### config.mk
export PLATFORM = sky130hd
export DESIGN_NAME = html_to_text_filter_flat
export DESIGN_NICKNAME = d
export VERILOG_FILES = /design/src/design/h2t_pkg.sv /design/src/design/h2t_if.sv /design/src/design/html_to_text_filter.sv /design/src/design/h2t_emit_buf.sv /design/src/design/h2t_block_stage.sv /design/src/design/h2t_tag_stage.sv /design/src/design/h2t_amp_stage.sv /design/src/design/h2t_entity_stage.sv /design/src/design/h2t_space_stage.sv /design/src/design/h2t_cut_stage.sv /design/src/design/h2t_out_stage.sv /design/src/flat_wrapper.sv
export SDC_FILE = /design/constraint.sdc
export NUM_CORES = 2
export LEC_CHECK = 0
export BUFFER_PORTS_ARGS = -buffer_cell sky130_fd_sc_hd__clkbuf_2
export CAP_MARGIN = 20
export CELL_PAD_IN_SITES_DETAIL_PLACEMENT = 0
export CELL_PAD_IN_SITES_GLOBAL_PLACEMENT = 1
export CORE_ASPECT_RATIO = 0.6
export CORE_UTILIZATION = 29
export DETAILED_ROUTE_END_ITERATION = 12
export GPL_TIMING_DRIVEN = 0
export MAX_ROUTING_LAYER = met4
export PLACE_DENSITY = 0.49
export SYNTH_ARGS = -nofsm -noshare
export SYNTH_HDL_FRONTEND = slang
export SYNTH_SLANG_ARGS = --single-unit
### constraint.sdc
create_clock -name clk -period 8.2 [get_ports clk]
set_clock_uncertainty 0.15 [all_clocks]
set_input_delay 0.41 -clock clk [delete_from_list [all_inputs] [get_ports clk]]
set_output_delay 0.41 -clock clk [all_outputs]
set_load 0.01 [all_outputs]
### src/design/h2t_pkg.sv
// ----------------------------------------------------------------------------
// h2t_pkg
// Token type, match patterns and byte classes shared by the filter stages.
// ----------------------------------------------------------------------------
package h2t_pkg;

  typedef struct packed {
    logic [7:0] data;
    logic       eod;
    logic       fin;
  } tok_t;

  localparam int STR_W       = 80;
  localparam int BLK_HOLD    = 8;
  localparam int BLK_SCRIPT  = 0;
  localparam int BLK_STYLE   = 1;
  localparam int BLK_COMMENT = 2;
  localparam int NUM_ENT     = 6;
  localparam int ENT_MAXLEN  = 6;
  localparam int AMP_LEN     = 5;
  localparam int UTF8_HOLD   = 3;

  localparam logic [7:0] CH_AMP    = "&";
  localparam logic [7:0] CH_DASH   = "-";
  localparam logic [7:0] CH_LT     = "<";
  localparam logic [7:0] CH_GT     = ">";
  localparam logic [7:0] CH_SP     = " ";
  localparam logic [7:0] CH_TAB    = 8'h09;
  localparam logic [7:0] CH_LF     = 8'h0A;
  localparam logic [7:0] CH_VT     = 8'h0B;
  localparam logic [7:0] CH_FF     = 8'h0C;
  localparam logic [7:0] CH_CR     = 8'h0D;
  localparam logic [7:0] ELL_B0    = 8'hE2;
  localparam logic [7:0] ELL_B1    = 8'h80;
  localparam logic [7:0] ELL_B2    = 8'hA6;
  localparam logic [7:0] UTF8_MASK = 8'hC0;
  localparam logic [7:0] UTF8_CONT = 8'h80;
  localparam logic [7:0] CASE_OFS  = 8'd32;
  localparam logic [15:0] MAX_LEN_RST = 16'd4000;

  function automatic logic [7:0] str_byte(input logic [STR_W-1:0] s, input int len,
                                          input int idx);
    logic [7:0] r;
    r = '0;
    if (idx >= 0 && idx < len) r = s[8*(len-1-idx) +: 8];
    return r;
  endfunction

  function automatic int blk_open_len(input int kind);
    case (kind)
      BLK_SCRIPT: return 7;
      BLK_STYLE:  return 6;
      default:    return 4;
    endcase
  endfunction

  function automatic int blk_close_len(input int kind);
    case (kind)
      BLK_SCRIPT: return 9;
      BLK_STYLE:  return 8;
      default:    return 3;
    endcase
  endfunction

  function automatic int blk_close_start(input int kind);
    case (kind)
      BLK_COMMENT: return 2;
      default:     return 0;
    endcase
  endfunction

  function automatic logic [7:0] blk_open_byte(input int kind, input int idx);
    case (kind)
      BLK_SCRIPT: return str_byte("<script", 7, idx);
      BLK_STYLE:  return str_byte("<style", 6, idx);
      default:    return str_byte("<!--", 4, idx);
    endcase
  endfunction

  function automatic logic [7:0] blk_close_byte(input int kind, input int idx);
    case (kind)
      BLK_SCRIPT: return str_byte("</script>", 9, idx);
      BLK_STYLE:  return str_byte("</style>", 8, idx);
      default:    return str_byte("-->", 3, idx);
    endcase
  endfunction

  function automatic logic [7:0] amp_byte(input int idx);
    return str_byte("&amp;", AMP_LEN, idx);
  endfunction

  function automatic int ent_len(input int e);
    case (e)
      0:       return 4;
      1:       return 4;
      2:       return 6;
      3:       return 5;
      4:       return 6;
      default: return 6;
    endcase
  endfunction

  function automatic logic [7:0] ent_byte(input int e, input int idx);
    case (e)
      0:       return str_byte("&lt;", 4, idx);
      1:       return str_byte("&gt;", 4, idx);
      2:       return str_byte("&quot;", 6, idx);
      3:       return str_byte("&#39;", 5, idx);
      4:       return str_byte("&apos;", 6, idx);
      default: return str_byte("&nbsp;", 6, idx);
    endcase
  endfunction

  function automatic logic [7:0] ent_char(input int e);
    case (e)
      0:       return CH_LT;
      1:       return CH_GT;
      2:       return 8'h22;
      3:       return 8'h27;
      4:       return 8'h27;
      default: return CH_SP;
    endcase
  endfunction

  function automatic logic [7:0] fold_lower(input logic [7:0] c);
    return (c >= "A" && c <= "Z") ? c + CASE_OFS : c;
  endfunction

  function automatic logic is_space(input logic [7:0] c);
    return c == CH_SP || c == CH_TAB || c == CH_LF || c == CH_CR || c == CH_FF ||
           c == CH_VT;
  endfunction

  function automatic logic is_cont(input logic [7:0] c);
    return (c & UTF8_MASK) == UTF8_CONT;
  endfunction

endpackage

### src/design/h2t_if.sv
// ----------------------------------------------------------------------------
// h2t_in_if / h2t_out_if
// Valid/ready channels for raw document bytes and plain text results.
// ----------------------------------------------------------------------------
interface h2t_in_if;
  logic       valid;
  logic       ready;
  logic [7:0] text_byte;
  logic       last_byte;

  modport source (output valid, output text_byte, output last_byte, input ready);
  modport sink (input valid, input text_byte, input last_byte, output ready);
endinterface

interface h2t_out_if;
  logic       valid;
  logic       ready;
  logic [7:0] out_byte;
  logic       byte_valid;
  logic       last_result;

  modport source (output valid, output out_byte, output byte_valid, output last_result,
                  input ready);
  modport sink (input valid, input out_byte, input byte_valid, input last_result,
                output ready);
endinterface

### src/design/html_to_text_filter.sv
// ----------------------------------------------------------------------------
// html_to_text_filter
// HTML byte stream in, plain text byte stream out.
// ----------------------------------------------------------------------------
// The filter takes one document byte per cycle and sends one text byte per
// cycle, when neither side stalls, through a chain of stages (script, style,
// comment, tag, ampersand, entity, whitespace, cut), each ending in a small
// output buffer. A stage that must send n words for a byte holds its input
// until they drain: up to seven at a block opener, ENTITY_HOLD_DEPTH at an
// entity and six at the cut. A byte marked last is followed by an eod token.
// max_length is written through cfg_we/cfg_wdata; the user must do so only
// while the filter is idle, and the value is kept across documents.
// ----------------------------------------------------------------------------
module html_to_text_filter
  import h2t_pkg::*;
#(
  parameter int ENTITY_HOLD_DEPTH = 10
) (
  input  logic        clk,
  input  logic        rst_n,
  h2t_in_if.sink      in_ch,
  h2t_out_if.source   out_ch,
  input  logic        cfg_we,
  input  logic [15:0] cfg_wdata
);

  localparam int NS = 9;

  logic [15:0] max_len_r;
  logic        sv [NS];
  logic        sr [NS];
  tok_t        stok [NS];
  tok_t        split_tok [2];
  logic [1:0]  split_cnt;
  logic        split_ok;

  always_ff @(posedge clk) begin
    if (!rst_n) begin
      max_len_r <= MAX_LEN_RST;
    end else if (cfg_we) begin
      max_len_r <= cfg_wdata;
    end
  end

  assign in_ch.ready  = split_ok;
  assign split_tok[0] = '{data: in_ch.text_byte, eod: 1'b0, fin: in_ch.last_byte};
  assign split_tok[1] = '{data: '0, eod: 1'b1, fin: 1'b1};
  assign split_cnt    = in_ch.last_byte ? 2'd2 : 2'd1;

  h2t_emit_buf #(.DEPTH(2)) u_split (
    .clk      (clk),
    .rst_n    (rst_n),
    .load     (in_ch.valid && split_ok),
    .load_cnt (split_cnt),
    .load_tok (split_tok),
    .can_load (split_ok),
    .out_valid(sv[0]),
    .out_ready(sr[0]),
    .out_tok  (stok[0])
  );

  h2t_block_stage #(.KIND(BLK_SCRIPT)) u_script (
    .clk(clk), .rst_n(rst_n),
    .in_valid(sv[0]), .in_ready(sr[0]), .in_tok(stok[0]),
    .out_valid(sv[1]), .out_ready(sr[1]), .out_tok(stok[1])
  );

  h2t_block_stage #(.KIND(BLK_STYLE)) u_style (
    .clk(clk), .rst_n(rst_n),
    .in_valid(sv[1]), .in_ready(sr[1]), .in_tok(stok[1]),
    .out_valid(sv[2]), .out_ready(sr[2]), .out_tok(stok[2])
  );

  h2t_block_stage #(.KIND(BLK_COMMENT)) u_comment (
    .clk(clk), .rst_n(rst_n),
    .in_valid(sv[2]), .in_ready(sr[2]), .in_tok(stok[2]),
    .out_valid(sv[3]), .out_ready(sr[3]), .out_tok(stok[3])
  );

  h2t_tag_stage u_tag (
    .clk(clk), .rst_n(rst_n),
    .in_valid(sv[3]), .in_ready(sr[3]), .in_tok(stok[3]),
    .out_valid(sv[4]), .out_ready(sr[4]), .out_tok(stok[4])
  );

  h2t_amp_stage u_amp (
    .clk(clk), .rst_n(rst_n),
    .in_valid(sv[4]), .in_ready(sr[4]), .in_tok(stok[4]),
    .out_valid(sv[5]), .out_ready(sr[5]), .out_tok(stok[5])
  );

  h2t_entity_stage #(.DEPTH(ENTITY_HOLD_DEPTH)) u_entity (
    .clk(clk), .rst_n(rst_n),
    .in_valid(sv[5]), .in_ready(sr[5]), .in_tok(stok[5]),
    .out_valid(sv[6]), .out_ready(sr[6]), .out_tok(stok[6])
  );

  h2t_space_stage u_space (
    .clk(clk), .rst_n(rst_n),
    .in_valid(sv[6]), .in_ready(sr[6]), .in_tok(stok[6]),
    .out_valid(sv[7]), .out_ready(sr[7]), .out_tok(stok[7])
  );

  h2t_cut_stage u_cut (
    .clk(clk), .rst_n(rst_n), .max_len(max_len_r),
    .in_valid(sv[7]), .in_ready(sr[7]), .in_tok(stok[7]),
    .out_valid(sv[8]), .out_ready(sr[8]), .out_tok(stok[8])
  );

  h2t_out_stage u_out (
    .clk(clk), .rst_n(rst_n),
    .in_valid(sv[8]), .in_ready(sr[8]), .in_tok(stok[8]),
    .out_ch(out_ch)
  );

endmodule

### src/design/h2t_emit_buf.sv
// ----------------------------------------------------------------------------
// h2t_emit_buf
// Parallel-load, serial-drain word buffer at the output of each stage.
// ----------------------------------------------------------------------------
module h2t_emit_buf
  import h2t_pkg::*;
#(
  parameter int DEPTH = 8,
  localparam int CW = $clog2(DEPTH + 1)
) (
  input  logic          clk,
  input  logic          rst_n,
  input  logic          load,
  input  logic [CW-1:0] load_cnt,
  input  tok_t          load_tok [DEPTH],
  output logic          can_load,
  output logic          out_valid,
  input  logic          out_ready,
  output tok_t          out_tok
);

  tok_t          slot_r [DEPTH];
  logic [CW-1:0] cnt_r;
  logic          pop;

  assign out_valid = cnt_r != '0;
  assign out_tok   = slot_r[0];
  assign pop       = out_valid && out_ready;
  assign can_load  = (cnt_r == '0) || (cnt_r == CW'(1) && out_ready);

  always_ff @(posedge clk) begin
    if (!rst_n) begin
      cnt_r <= '0;
    end else if (load) begin
      cnt_r <= load_cnt;
    end else if (pop) begin
      cnt_r <= cnt_r - CW'(1);
    end
  end

  always_ff @(posedge clk) begin
    if (load) begin
      slot_r <= load_tok;
    end else if (pop) begin
      for (int i = 0; i < DEPTH - 1; i++) slot_r[i] <= slot_r[i+1];
    end
  end

endmodule

### src/design/h2t_block_stage.sv
// ----------------------------------------------------------------------------
// h2t_block_stage
// Drop one kind of block (script, style or comment) from the byte stream.
// ----------------------------------------------------------------------------
module h2t_block_stage
  import h2t_pkg::*;
#(
  parameter int KIND = 0
) (
  input  logic clk,
  input  logic rst_n,
  input  logic in_valid,
  output logic in_ready,
  input  tok_t in_tok,
  output logic out_valid,
  input  logic out_ready,
  output tok_t out_tok
);

  localparam int OL = blk_open_len(KIND);
  localparam int CL = blk_close_len(KIND);
  localparam int CS = blk_close_start(KIND);
  localparam int BD = BLK_HOLD;
  localparam int CW = $clog2(BD + 1);

  logic [3:0]    st_r, st_nxt;
  logic [7:0]    hold_r [BLK_HOLD];
  logic          hold_we;
  logic [2:0]    hold_idx;
  logic [7:0]    lc;
  logic [3:0]    j;
  logic [3:0]    nheld;
  logic          tail_en;
  tok_t          tail;
  tok_t          lt [BD];
  logic [CW-1:0] lcnt;
  logic          can_load, acc;

  assign in_ready = can_load;
  assign acc      = in_valid && can_load;

  always_comb begin
    lc       = fold_lower(in_tok.data);
    st_nxt   = st_r;
    hold_we  = 1'b0;
    hold_idx = '0;
    nheld    = '0;
    tail_en  = 1'b0;
    tail     = in_tok;
    j        = st_r - 4'(OL);
    if (j >= 4'(CL)) j = '0;
    if (in_tok.eod) begin
      nheld   = (st_r < 4'(OL)) ? st_r : '0;
      tail_en = 1'b1;
      st_nxt  = '0;
    end else if (st_r < 4'(OL)) begin
      if (lc == blk_open_byte(KIND, int'(st_r))) begin
        hold_we  = 1'b1;
        hold_idx = st_r[2:0];
        st_nxt   = (st_r == 4'(OL - 1)) ? 4'(OL + CS) : st_r + 4'd1;
      end else begin
        nheld = st_r;
        if (lc == blk_open_byte(KIND, 0)) begin
          hold_we = 1'b1;
          st_nxt  = 4'd1;
        end else begin
          st_nxt  = '0;
          tail_en = 1'b1;
        end
      end
    end else begin
      if (lc == blk_close_byte(KIND, int'(j))) begin
        st_nxt = (j == 4'(CL - 1)) ? '0 : 4'(OL) + j + 4'd1;
      end else if (KIND == BLK_COMMENT && j == 4'd2 && lc == CH_DASH) begin
        st_nxt = 4'(OL + 2);
      end else begin
        st_nxt = (lc == blk_close_byte(KIND, 0)) ? 4'(OL + 1) : 4'(OL);
      end
    end
    for (int i = 0; i < BD; i++) begin
      if (i < int'(nheld)) lt[i] = '{data: hold_r[i], eod: 1'b0, fin: in_tok.fin};
      else lt[i] = tail;
    end
    lcnt = CW'(nheld) + CW'(tail_en);
  end

  always_ff @(posedge clk) begin
    if (!rst_n) begin
      st_r <= '0;
    end else if (acc) begin
      st_r <= st_nxt;
    end
  end

  always_ff @(posedge clk) begin
    if (acc && hold_we) hold_r[hold_idx] <= in_tok.data;
  end

  h2t_emit_buf #(.DEPTH(BD)) u_buf (
    .clk      (clk),
    .rst_n    (rst_n),
    .load     (acc),
    .load_cnt (lcnt),
    .load_tok (lt),
    .can_load (can_load),
    .out_valid(out_valid),
    .out_ready(out_ready),
    .out_tok  (out_tok)
  );

endmodule

### src/design/h2t_tag_stage.sv
// ----------------------------------------------------------------------------
// h2t_tag_stage
// Drop markup from '<' through '>' and any stray '>'.
// ----------------------------------------------------------------------------
module h2t_tag_stage
  import h2t_pkg::*;
(
  input  logic clk,
  input  logic rst_n,
  input  logic in_valid,
  output logic in_ready,
  input  tok_t in_tok,
  output logic out_valid,
  input  logic out_ready,
  output tok_t out_tok
);

  logic inside_r, inside_nxt;
  logic emit;
  tok_t lt [1];
  logic can_load, acc;

  assign in_ready = can_load;
  assign acc      = in_valid && can_load;
  assign lt[0]    = in_tok;

  always_comb begin
    inside_nxt = inside_r;
    emit       = 1'b0;
    if (in_tok.eod) begin
      inside_nxt = 1'b0;
      emit       = 1'b1;
    end else if (in_tok.data == CH_LT) begin
      inside_nxt = 1'b1;
    end else if (in_tok.data == CH_GT) begin
      inside_nxt = 1'b0;
    end else begin
      emit = !inside_r;
    end
  end

  always_ff @(posedge clk) begin
    if (!rst_n) begin
      inside_r <= 1'b0;
    end else if (acc) begin
      inside_r <= inside_nxt;
    end
  end

  h2t_emit_buf #(.DEPTH(1)) u_buf (
    .clk      (clk),
    .rst_n    (rst_n),
    .load     (acc),
    .load_cnt (emit),
    .load_tok (lt),
    .can_load (can_load),
    .out_valid(out_valid),
    .out_ready(out_ready),
    .out_tok  (out_tok)
  );

endmodule

### src/design/h2t_amp_stage.sv
// ----------------------------------------------------------------------------
// h2t_amp_stage
// Decode the ampersand entity ahead of the other entities.
// ----------------------------------------------------------------------------
module h2t_amp_stage
  import h2t_pkg::*;
(
  input  logic clk,
  input  logic rst_n,
  input  logic in_valid,
  output logic in_ready,
  input  tok_t in_tok,
  output logic out_valid,
  input  logic out_ready,
  output tok_t out_tok
);

  localparam int BD = AMP_LEN;
  localparam int CW = $clog2(BD + 1);

  logic [2:0]    prog_r, prog_nxt;
  logic [2:0]    nheld;
  logic          tail_en;
  tok_t          tail;
  tok_t          lt [BD];
  logic [CW-1:0] lcnt;
  logic          can_load, acc;

  assign in_ready = can_load;
  assign acc      = in_valid && can_load;

  always_comb begin
    prog_nxt = prog_r;
    nheld    = '0;
    tail_en  = 1'b0;
    tail     = in_tok;
    if (in_tok.eod) begin
      nheld    = prog_r;
      tail_en  = 1'b1;
      prog_nxt = '0;
    end else if (in_tok.data == amp_byte(int'(prog_r))) begin
      if (prog_r == 3'(AMP_LEN - 1)) begin
        tail_en   = 1'b1;
        tail.data = CH_AMP;
        prog_nxt  = '0;
      end else begin
        prog_nxt = prog_r + 3'd1;
      end
    end else begin
      nheld = prog_r;
      if (in_tok.data == CH_AMP) begin
        prog_nxt = 3'd1;
      end else begin
        prog_nxt = '0;
        tail_en  = 1'b1;
      end
    end
    for (int i = 0; i < BD; i++) begin
      if (i < int'(nheld)) lt[i] = '{data: amp_byte(i), eod: 1'b0, fin: in_tok.fin};
      else lt[i] = tail;
    end
    lcnt = CW'(nheld) + CW'(tail_en);
  end

  always_ff @(posedge clk) begin
    if (!rst_n) begin
      prog_r <= '0;
    end else if (acc) begin
      prog_r <= prog_nxt;
    end
  end

  h2t_emit_buf #(.DEPTH(BD)) u_buf (
    .clk      (clk),
    .rst_n    (rst_n),
    .load     (acc),
    .load_cnt (lcnt),
    .load_tok (lt),
    .can_load (can_load),
    .out_valid(out_valid),
    .out_ready(out_ready),
    .out_tok  (out_tok)
  );

endmodule

### src/design/h2t_entity_stage.sv
// ----------------------------------------------------------------------------
// h2t_entity_stage
// Decode the named entities lt, gt, quot, apos, nbsp and the numeric entity &#39;.
// ----------------------------------------------------------------------------
module h2t_entity_stage
  import h2t_pkg::*;
#(
  parameter int DEPTH = 10
) (
  input  logic clk,
  input  logic rst_n,
  input  logic in_valid,
  output logic in_ready,
  input  tok_t in_tok,
  output logic out_valid,
  input  logic out_ready,
  output tok_t out_tok
);

  localparam int IW = $clog2(DEPTH);
  localparam int CW = $clog2(DEPTH + 1);

  logic [IW-1:0] fill_r, fill_nxt;
  logic [7:0]    hold_r [DEPTH];
  logic          hold_we;
  logic [IW-1:0] hold_idx;
  logic [NUM_ENT-1:0] m;
  logic          full, prefix;
  logic [7:0]    full_ch;
  logic [7:0]    b;
  logic [IW-1:0] nheld;
  logic          tail_en;
  tok_t          tail;
  tok_t          lt [DEPTH];
  logic [CW-1:0] lcnt;
  logic          can_load, acc;

  assign in_ready = can_load;
  assign acc      = in_valid && can_load;

  always_comb begin
    full    = 1'b0;
    prefix  = 1'b0;
    full_ch = '0;
    b       = '0;
    for (int e = 0; e < NUM_ENT; e++) begin
      m[e] = ent_len(e) > int'(fill_r);
      for (int i = 0; i < ENT_MAXLEN; i++) begin
        if (i <= int'(fill_r)) begin
          b = (i == int'(fill_r)) ? in_tok.data : hold_r[i];
          if (b != ent_byte(e, i)) m[e] = 1'b0;
        end
      end
    end
    for (int e = NUM_ENT - 1; e >= 0; e--) begin
      if (m[e] && ent_len(e) == int'(fill_r) + 1) begin
        full    = 1'b1;
        full_ch = ent_char(e);
      end
      if (m[e] && ent_len(e) != int'(fill_r) + 1) prefix = 1'b1;
    end

    fill_nxt = fill_r;
    hold_we  = 1'b0;
    hold_idx = fill_r;
    nheld    = '0;
    tail_en  = 1'b0;
    tail     = in_tok;
    if (in_tok.eod) begin
      nheld    = fill_r;
      tail_en  = 1'b1;
      fill_nxt = '0;
    end else if (fill_r == '0) begin
      if (in_tok.data == CH_AMP) begin
        hold_we  = 1'b1;
        hold_idx = '0;
        fill_nxt = IW'(1);
      end else begin
        tail_en = 1'b1;
      end
    end else if (full) begin
      fill_nxt  = '0;
      tail_en   = 1'b1;
      tail.data = full_ch;
    end else if (prefix && int'(fill_r) + 1 < DEPTH) begin
      hold_we  = 1'b1;
      fill_nxt = fill_r + IW'(1);
    end else begin
      nheld = fill_r;
      if (in_tok.data == CH_AMP) begin
        hold_we  = 1'b1;
        hold_idx = '0;
        fill_nxt = IW'(1);
      end else begin
        fill_nxt = '0;
        tail_en  = 1'b1;
      end
    end
    for (int i = 0; i < DEPTH; i++) begin
      if (i < int'(nheld)) lt[i] = '{data: hold_r[i], eod: 1'b0, fin: in_tok.fin};
      else lt[i] = tail;
    end
    lcnt = CW'(nheld) + CW'(tail_en);
  end

  always_ff @(posedge clk) begin
    if (!rst_n) begin
      fill_r <= '0;
    end else if (acc) begin
      fill_r <= fill_nxt;
    end
  end

  always_ff @(posedge clk) begin
    if (acc && hold_we) hold_r[hold_idx] <= in_tok.data;
  end

  h2t_emit_buf #(.DEPTH(DEPTH)) u_buf (
    .clk      (clk),
    .rst_n    (rst_n),
    .load     (acc),
    .load_cnt (lcnt),
    .load_tok (lt),
    .can_load (can_load),
    .out_valid(out_valid),
    .out_ready(out_ready),
    .out_tok  (out_tok)
  );

endmodule

### src/design/h2t_space_stage.sv
// ----------------------------------------------------------------------------
// h2t_space_stage
// Fold whitespace runs into one space and trim both ends.
// ----------------------------------------------------------------------------
module h2t_space_stage
  import h2t_pkg::*;
(
  input  logic clk,
  input  logic rst_n,
  input  logic in_valid,
  output logic in_ready,
  input  tok_t in_tok,
  output logic out_valid,
  input  logic out_ready,
  output tok_t out_tok
);

  logic       pend_r, pend_nxt;
  logic       start_r, start_nxt;
  tok_t       lt [2];
  logic [1:0] lcnt;
  logic       can_load, acc;

  assign in_ready = can_load;
  assign acc      = in_valid && can_load;

  always_comb begin
    pend_nxt  = pend_r;
    start_nxt = start_r;
    lt[0]     = in_tok;
    lt[1]     = in_tok;
    lcnt      = '0;
    if (in_tok.eod) begin
      pend_nxt  = 1'b0;
      start_nxt = 1'b0;
      lcnt      = 2'd1;
    end else if (is_space(in_tok.data)) begin
      if (start_r) pend_nxt = 1'b1;
    end else begin
      pend_nxt  = 1'b0;
      start_nxt = 1'b1;
      if (pend_r) begin
        lt[0].data = CH_SP;
        lcnt       = 2'd2;
      end else begin
        lcnt = 2'd1;
      end
    end
  end

  always_ff @(posedge clk) begin
    if (!rst_n) begin
      pend_r  <= 1'b0;
      start_r <= 1'b0;
    end else if (acc) begin
      pend_r  <= pend_nxt;
      start_r <= start_nxt;
    end
  end

  h2t_emit_buf #(.DEPTH(2)) u_buf (
    .clk      (clk),
    .rst_n    (rst_n),
    .load     (acc),
    .load_cnt (lcnt),
    .load_tok (lt),
    .can_load (can_load),
    .out_valid(out_valid),
    .out_ready(out_ready),
    .out_tok  (out_tok)
  );

endmodule

### src/design/h2t_cut_stage.sv
// ----------------------------------------------------------------------------
// h2t_cut_stage
// Cut the text at the length limit on a UTF-8 boundary and append an ellipsis.
// ----------------------------------------------------------------------------
module h2t_cut_stage
  import h2t_pkg::*;
(
  input  logic        clk,
  input  logic        rst_n,
  input  logic [15:0] max_len,
  input  logic        in_valid,
  output logic        in_ready,
  input  tok_t        in_tok,
  output logic        out_valid,
  input  logic        out_ready,
  output tok_t        out_tok
);

  localparam int BD = 2 * UTF8_HOLD;
  localparam int CW = $clog2(BD + 1);

  logic [16:0]   cnt_r, cnt_nxt;
  logic [7:0]    h_r [UTF8_HOLD];
  logic [1:0]    fill_r, fill_nxt;
  logic          done_r, done_nxt;
  logic          hold_we, hold_shift;
  logic          below, near;
  logic          trim;
  logic [1:0]    ftrim;
  logic [1:0]    nheld, ntail;
  tok_t          tail [UTF8_HOLD];
  tok_t          lt [BD];
  logic [2:0]    tidx;
  logic [CW-1:0] lcnt;
  logic          can_load, acc;

  assign in_ready = can_load;
  assign acc      = in_valid && can_load;
  assign below    = cnt_r < {1'b0, max_len};
  assign near     = ({1'b0, cnt_r} + 18'd3) >= {2'b00, max_len};

  always_comb begin
    ftrim = fill_r;
    trim  = is_cont(in_tok.data);
    for (int t = 0; t < UTF8_HOLD; t++) begin
      if (trim && ftrim != '0 && is_cont(h_r[ftrim - 2'd1])) ftrim = ftrim - 2'd1;
      else trim = 1'b0;
    end
    if (is_cont(in_tok.data) && ftrim != '0) ftrim = ftrim - 2'd1;

    cnt_nxt    = cnt_r;
    fill_nxt   = fill_r;
    done_nxt   = done_r;
    hold_we    = 1'b0;
    hold_shift = 1'b0;
    nheld      = '0;
    ntail      = '0;
    for (int i = 0; i < UTF8_HOLD; i++) tail[i] = in_tok;
    if (in_tok.eod) begin
      nheld    = done_r ? 2'd0 : fill_r;
      ntail    = 2'd1;
      cnt_nxt  = '0;
      fill_nxt = '0;
      done_nxt = 1'b0;
    end else if (done_r) begin
      ntail = '0;
    end else if (below) begin
      cnt_nxt = cnt_r + 17'd1;
      if (fill_r != '0 || near) begin
        if (fill_r == 2'(UTF8_HOLD)) begin
          hold_shift   = 1'b1;
          ntail        = 2'd1;
          tail[0].data = h_r[0];
        end else begin
          hold_we  = 1'b1;
          fill_nxt = fill_r + 2'd1;
        end
      end else begin
        ntail = 2'd1;
      end
    end else begin
      nheld        = ftrim;
      ntail        = 2'd3;
      tail[0].data = ELL_B0;
      tail[1].data = ELL_B1;
      tail[2].data = ELL_B2;
      fill_nxt     = '0;
      done_nxt     = 1'b1;
    end
    for (int i = 0; i < BD; i++) begin
      tidx = 3'(i) - {1'b0, nheld};
      if (i < int'(nheld)) lt[i] = '{data: h_r[i % UTF8_HOLD], eod: 1'b0, fin: in_tok.fin};
      else if (tidx < 3'(UTF8_HOLD)) lt[i] = tail[tidx[1:0]];
      else lt[i] = in_tok;
    end
    lcnt = CW'(nheld) + CW'(ntail);
  end

  always_ff @(posedge clk) begin
    if (!rst_n) begin
      cnt_r  <= '0;
      fill_r <= '0;
      done_r <= 1'b0;
    end else if (acc) begin
      cnt_r  <= cnt_nxt;
      fill_r <= fill_nxt;
      done_r <= done_nxt;
    end
  end

  always_ff @(posedge clk) begin
    if (acc && hold_shift) begin
      h_r[0] <= h_r[1];
      h_r[1] <= h_r[2];
      h_r[2] <= in_tok.data;
    end else if (acc && hold_we) begin
      h_r[fill_r] <= in_tok.data;
    end
  end

  h2t_emit_buf #(.DEPTH(BD)) u_buf (
    .clk      (clk),
    .rst_n    (rst_n),
    .load     (acc),
    .load_cnt (lcnt),
    .load_tok (lt),
    .can_load (can_load),
    .out_valid(out_valid),
    .out_ready(out_ready),
    .out_tok  (out_tok)
  );

`ifndef SYNTHESIS
  a_done_empty: assert property (@(posedge clk) disable iff (!rst_n)
    done_r |-> fill_r == '0)
    else $error("cut stage holds bytes after the ellipsis");
`endif

endmodule

### src/design/h2t_out_stage.sv
// ----------------------------------------------------------------------------
// h2t_out_stage
// Hold back the final document byte to mark it, or send an empty final word.
// ----------------------------------------------------------------------------
module h2t_out_stage
  import h2t_pkg::*;
(
  input  logic clk,
  input  logic rst_n,
  input  logic in_valid,
  output logic in_ready,
  input  tok_t in_tok,
  h2t_out_if.source out_ch
);

  logic       ov_r, ov_nxt;
  logic       hv_r, hv_nxt;
  logic [7:0] hb_r, hb_nxt;
  logic [7:0] ob_r, ob_nxt;
  logic       obv_r, obv_nxt;
  logic       ol_r, ol_nxt;
  logic       acc;

  assign in_ready           = !ov_r || out_ch.ready;
  assign acc                = in_valid && in_ready;
  assign out_ch.valid       = ov_r;
  assign out_ch.out_byte    = ob_r;
  assign out_ch.byte_valid  = obv_r;
  assign out_ch.last_result = ol_r;

  always_comb begin
    ov_nxt  = ov_r && !out_ch.ready;
    hv_nxt  = hv_r;
    hb_nxt  = hb_r;
    ob_nxt  = ob_r;
    obv_nxt = obv_r;
    ol_nxt  = ol_r;
    if (acc) begin
      if (in_tok.eod) begin
        ov_nxt  = 1'b1;
        ob_nxt  = hv_r ? hb_r : '0;
        obv_nxt = hv_r;
        ol_nxt  = 1'b1;
        hv_nxt  = 1'b0;
      end else if (!in_tok.fin) begin
        ov_nxt  = 1'b1;
        ob_nxt  = in_tok.data;
        obv_nxt = 1'b1;
        ol_nxt  = 1'b0;
      end else begin
        if (hv_r) begin
          ov_nxt  = 1'b1;
          ob_nxt  = hb_r;
          obv_nxt = 1'b1;
          ol_nxt  = 1'b0;
        end
        hv_nxt = 1'b1;
        hb_nxt = in_tok.data;
      end
    end
  end

  always_ff @(posedge clk) begin
    if (!rst_n) begin
      ov_r <= 1'b0;
      hv_r <= 1'b0;
    end else begin
      ov_r <= ov_nxt;
      hv_r <= hv_nxt;
    end
  end

  always_ff @(posedge clk) begin
    hb_r  <= hb_nxt;
    ob_r  <= ob_nxt;
    obv_r <= obv_nxt;
    ol_r  <= ol_nxt;
  end

`ifndef SYNTHESIS
  a_empty_is_last: assert property (@(posedge clk) disable iff (!rst_n)
    out_ch.valid && !out_ch.byte_valid |-> out_ch.last_result)
    else $error("empty word without final mark");
  a_end_clears: assert property (@(posedge clk) disable iff (!rst_n)
    acc && in_tok.eod |=> !hv_r && ov_r && ol_r)
    else $error("document end left a byte held");
`endif

endmodule
### src/flat_wrapper.sv
// flat-port wrapper written by rule: the top's interface ports become plain ports
module html_to_text_filter_flat import h2t_pkg::*;
#(
  parameter int ENTITY_HOLD_DEPTH = 10
)
  (clk, rst_n, cfg_we, cfg_wdata, in_ch_valid, in_ch_text_byte, in_ch_last_byte, in_ch_ready, out_ch_valid, out_ch_out_byte, out_ch_byte_valid, out_ch_last_result, out_ch_ready);
  h2t_in_if in_ch_i ();
  h2t_out_if out_ch_i ();
  input  logic clk;
  input  logic rst_n;
  input  logic cfg_we;
  input  logic [15:0] cfg_wdata;
  input wire logic [$bits(in_ch_i.valid)-1:0] in_ch_valid;
  input wire logic [$bits(in_ch_i.text_byte)-1:0] in_ch_text_byte;
  input wire logic [$bits(in_ch_i.last_byte)-1:0] in_ch_last_byte;
  output wire logic [$bits(in_ch_i.ready)-1:0] in_ch_ready;
  output wire logic [$bits(out_ch_i.valid)-1:0] out_ch_valid;
  output wire logic [$bits(out_ch_i.out_byte)-1:0] out_ch_out_byte;
  output wire logic [$bits(out_ch_i.byte_valid)-1:0] out_ch_byte_valid;
  output wire logic [$bits(out_ch_i.last_result)-1:0] out_ch_last_result;
  input wire logic [$bits(out_ch_i.ready)-1:0] out_ch_ready;
  assign in_ch_i.valid = in_ch_valid;
  assign in_ch_i.text_byte = in_ch_text_byte;
  assign in_ch_i.last_byte = in_ch_last_byte;
  assign in_ch_ready = in_ch_i.ready;
  assign out_ch_valid = out_ch_i.valid;
  assign out_ch_out_byte = out_ch_i.out_byte;
  assign out_ch_byte_valid = out_ch_i.byte_valid;
  assign out_ch_last_result = out_ch_i.last_result;
  assign out_ch_i.ready = out_ch_ready;
  html_to_text_filter #(.ENTITY_HOLD_DEPTH(ENTITY_HOLD_DEPTH)) u_core (.clk(clk), .rst_n(rst_n), .in_ch(in_ch_i), .out_ch(out_ch_i), .cfg_we(cfg_we), .cfg_wdata(cfg_wdata));
endmodule
==> flow_summary.toml <==
[cts]
numCtsBuffers = 91
postCtsSetupRepairBufs = 0
h-tree-depth = 3
clk_latency_ns = 0.69
clk_pin_slew_ns = 0.07
clock_sinks = 861
cts_buffer_depth = 3
cts-root-buf = "clkbuf_16"
cts_tree = "done"

[die]
num_rows = 109
io_pins = 42
core-area_um2 = 147000
die_y_um = 301
dieArea_um2 = 150000
die_w_um = 500
initial_core_util = 0.292

[global_route]
grt_pass1_vias = 29820
globalRouteTotalUtil = 0.196
antenna_found_initial = 8
grt.busiest_layer = "met1"
grtUsageMet3 = 0.0407
overflow = 0
met1_usage = 0.328
grt_pass1_wl_mm = 212
grt_start_max_net_pins = 63
met2_usage = 0.228

[synthesis]
synth-edff-count = 773
synth_seq_cells = 861
synth_top_area_frac = 0.538
synth.distinct_cells = 116
synth.avg_cell_area_um2 = 11.0
synth_ff_type = "edfxtp_1"
async_reset_ff_frac = 0
yosysSeqAreaShare = 0.579
synth_top_cells_by_area = "edfxtp_1 (54%), nand2_1 (5.7%), mux2i_1 (4.6%)"
yosysTopAreaCell = "edfxtp_1"
netlist_area_um2 = 43100
syn_inst = 3912
synth_warnings = 0

[setup_path]
crit_path_max_fanout = 12
r2r-start = "u_core.u_cut.fill_r[0]"
crit_path_top_delay_cell = "a311oi_1"
cp-end-kind = "flip-flop"
cpPeakStageDelay_ns = 0.48
cp-start-kind = "flip-flop"
crit_top_cell = "ha_1"
worstSetupPathType = "flip-flop to flip-flop"
arrival_ns = 8.33
worstPathRequired_ns = 8.62
startpoint = "u_core.u_cut.fill_r[0]"
critical-path-top-delay-family = "compound AO/OA/AOI/OAI gates"
critPathBufInv = 7

[power_and_ir_drop]
peakVddDrop_v = 0.000323
fin_total_pwr_w = 0.0209
powerDensity_nw_per_um2 = 421
leakage_nw = 18.3

[timing]
worst_slew_pin_slew_ns = 1.27
slew_headroom = 0.141
worst_slack_ns = 0.290
drv_slew = 0
max_freq_ghz = 0.126
min_period_over_period = 0.965
period_needed_ns = 7.91
finalSetupViolCount = 0
finalHoldViolCount = 0
rsz0062_at_grt = "false"

[detailed_routing]
drt-pass1-iter-count = 6
drt_iter0_markers = 3245
drc_errors = 0
wl_per_cell_um = 23.5
wl_mm = 145
avgViaCountPerCell = 5.11
num_vias = 31692
antenna_left = 0

[cells_and_area]
final_cell_mix = "edfxtp_1 (773), nand2_1 (645), o21ai_0 (304)"
layout_commonest_cell = "edfxtp_1"
syn2layout_area_growth_pct = 15.0
utilization = 0.336
layout-drive-gt1-share = 0.0882
final_nets = 4257

[worst_hold_path]
min_path_type = "primary input to flip-flop"
min_from = "out_ch_ready"

[placement]
gp_congestion = 0.879
pre_cts_ws_ns = -0.788
portBuffers = 39
dp_hpwl_mm = 103

[run_status]
status = "completed"

[flow_run]
drv_cap = 0
## worst paths after layout
| kind | end | slack (ns) | cells past startpoint |
|---|---|---|---|
| max reg2reg | u_core.u_cut.u_buf.slot_r[31] | 0.29 | 32 |
| max | u_core.u_cut.u_buf.slot_r[31] | 0.29 | 32 |
| min | u_core.u_out.out_ch.valid | 0.04 | 3 |
| min reg2reg | u_core.u_out.hb_r[5] | 0.30 | 0 |
## tightest hold or removal path: stages
cell      delay, ns
clkbuf_2       0.07
nand2b_1       0.19
a21oi_1        0.14
## report_power, final
part | switching [W] | internal [W] | leakage (nW)
Clock | 0.00188 | 0.00229 | 1.38
Sequential | 0.00106 | 0.00778 | 8.11
Combinational | 0.00564 | 0.00221 | 8.82
Total | 0.00858 | 0.0123 | 18.3
## state kept, by name (all words and copies together) (netlist names), 10 cells and up
register and flops:
u_core.u_script.u_buf.out_tok 10, u_core.u_cut.cnt_r 17, u_core.u_cut.u_buf.out_tok 10, u_core.u_space.u_buf.slot_r 10, u_core.u_style.u_buf.slot_r 70, u_core.u_entity.u_buf.slot_r 90
u_core.u_script.hold_r 56, u_core.u_split.out_tok 10, u_core.u_entity.u_buf.out_tok 10, u_core.u_tag.u_buf.out_tok 10, u_core.u_cut.h_r 26, u_core.u_style.hold_r 40
u_core.max_len_r 16, u_core.u_comment.u_buf.out_tok 10, u_core.u_space.u_buf.out_tok 10, u_core.u_entity.hold_r 80, u_core.u_comment.u_buf.slot_r 70, u_core.u_amp.u_buf.out_tok 10
u_core.u_script.u_buf.slot_r 70, u_core.u_cut.u_buf.slot_r 50, u_core.u_style.u_buf.out_tok 10, u_core.u_comment.hold_r 64, u_core.u_amp.u_buf.slot_r 40
## routing by layer
layer  up-vias  routed length [um]
met2       969               51000
met3       143               10300
met4         0                2160
met5         -                   0
li1      14926                   -
met1     15654               82000
## cell families (layout without fill, tap and decap cells)
group,after synthesis,in the layout,share of synthesized area
simple gates,1355,1355,0.149
compound gates,916,916,0.138
flops,861,861,0.579
buf+inv,376,635,0.0342
mux,232,232,0.0552
fa+ha+maj,106,106,0.0309
xor+xnor,65,65,0.0132
other cells,1,29,0.0000870
## through the flow
stage / instances / hold slack, ns / setup TNS [ns] / cell area [um^2]
after global placement: 5974 / 0.282 / -24.27 / 45900
after CTS: 6189 / 0.0226 / 0 / 49500
after floorplan: 3937 / 0.250 / 0 / 43200
final: 6197 / 0.0359 / 0 / 49600
after global routing: 6196 / 0.0507 / 0 / 49600
after detailed placement: 5996 / 0.292 / -21.40 / 46300
## Yosys cell counts, types with 11 or more instances
library cell	count
nand4_1	26
dfxtp_1	88
o21a_1	18
buf_1	31
a31oi_1	44
xnor2_1	44
a211o_1	12
nor4b_1	12
xor2_1	21
inv_1	107
nor3_1	45
o22ai_1	20
o221ai_1	11
mux2_2	33
a211oi_1	29
a22o_1	12
ha_1	105
o31ai_1	25
o211ai_1	61
nand3_1	98
nor2_1	223
buf_2	29
mux2i_1	196
clkbuf_1	194
nor3b_1	13
nand3b_1	17
or3_1	18
nor2b_1	29
and3_1	26
nor4_1	24
o21ai_1	20
a21oi_1	177
nand2_1	650
a21o_1	24
o21ai_0	305
a221o_1	17
and2_1	43
nand2b_1	40
or2_2	12
edfxtp_1	773
## area by class of cell
| cell class | count | area (um^2) |
|---|---|---|
| Multi-Input combinational cell | 2700 | 16800 |
| Clock buffer | 110 | 2410 |
| Timing Repair Buffer | 93 | 875 |
| Inverter | 118 | 445 |
| Tap cell | 1998 | 2500 |
| Fill cell | 14990 | 97800 |
| Antenna cell | 3 | 7.51 |
| Clock inverter | 58 | 485 |
| Buffer | 256 | 1050 |
| Sequential cell | 861 | 25000 |
## timing repair
item | 4_1_cts | 5_1_grt
setup endpoints to repair | 42 | 38
resized for setup | 16 | 14
hold buffers | 27 | 0
cloned | 0 | 0
pin swaps | 1 | 1
hold endpoints to repair | 27 | 0
(Power assumes the default switching activity.)
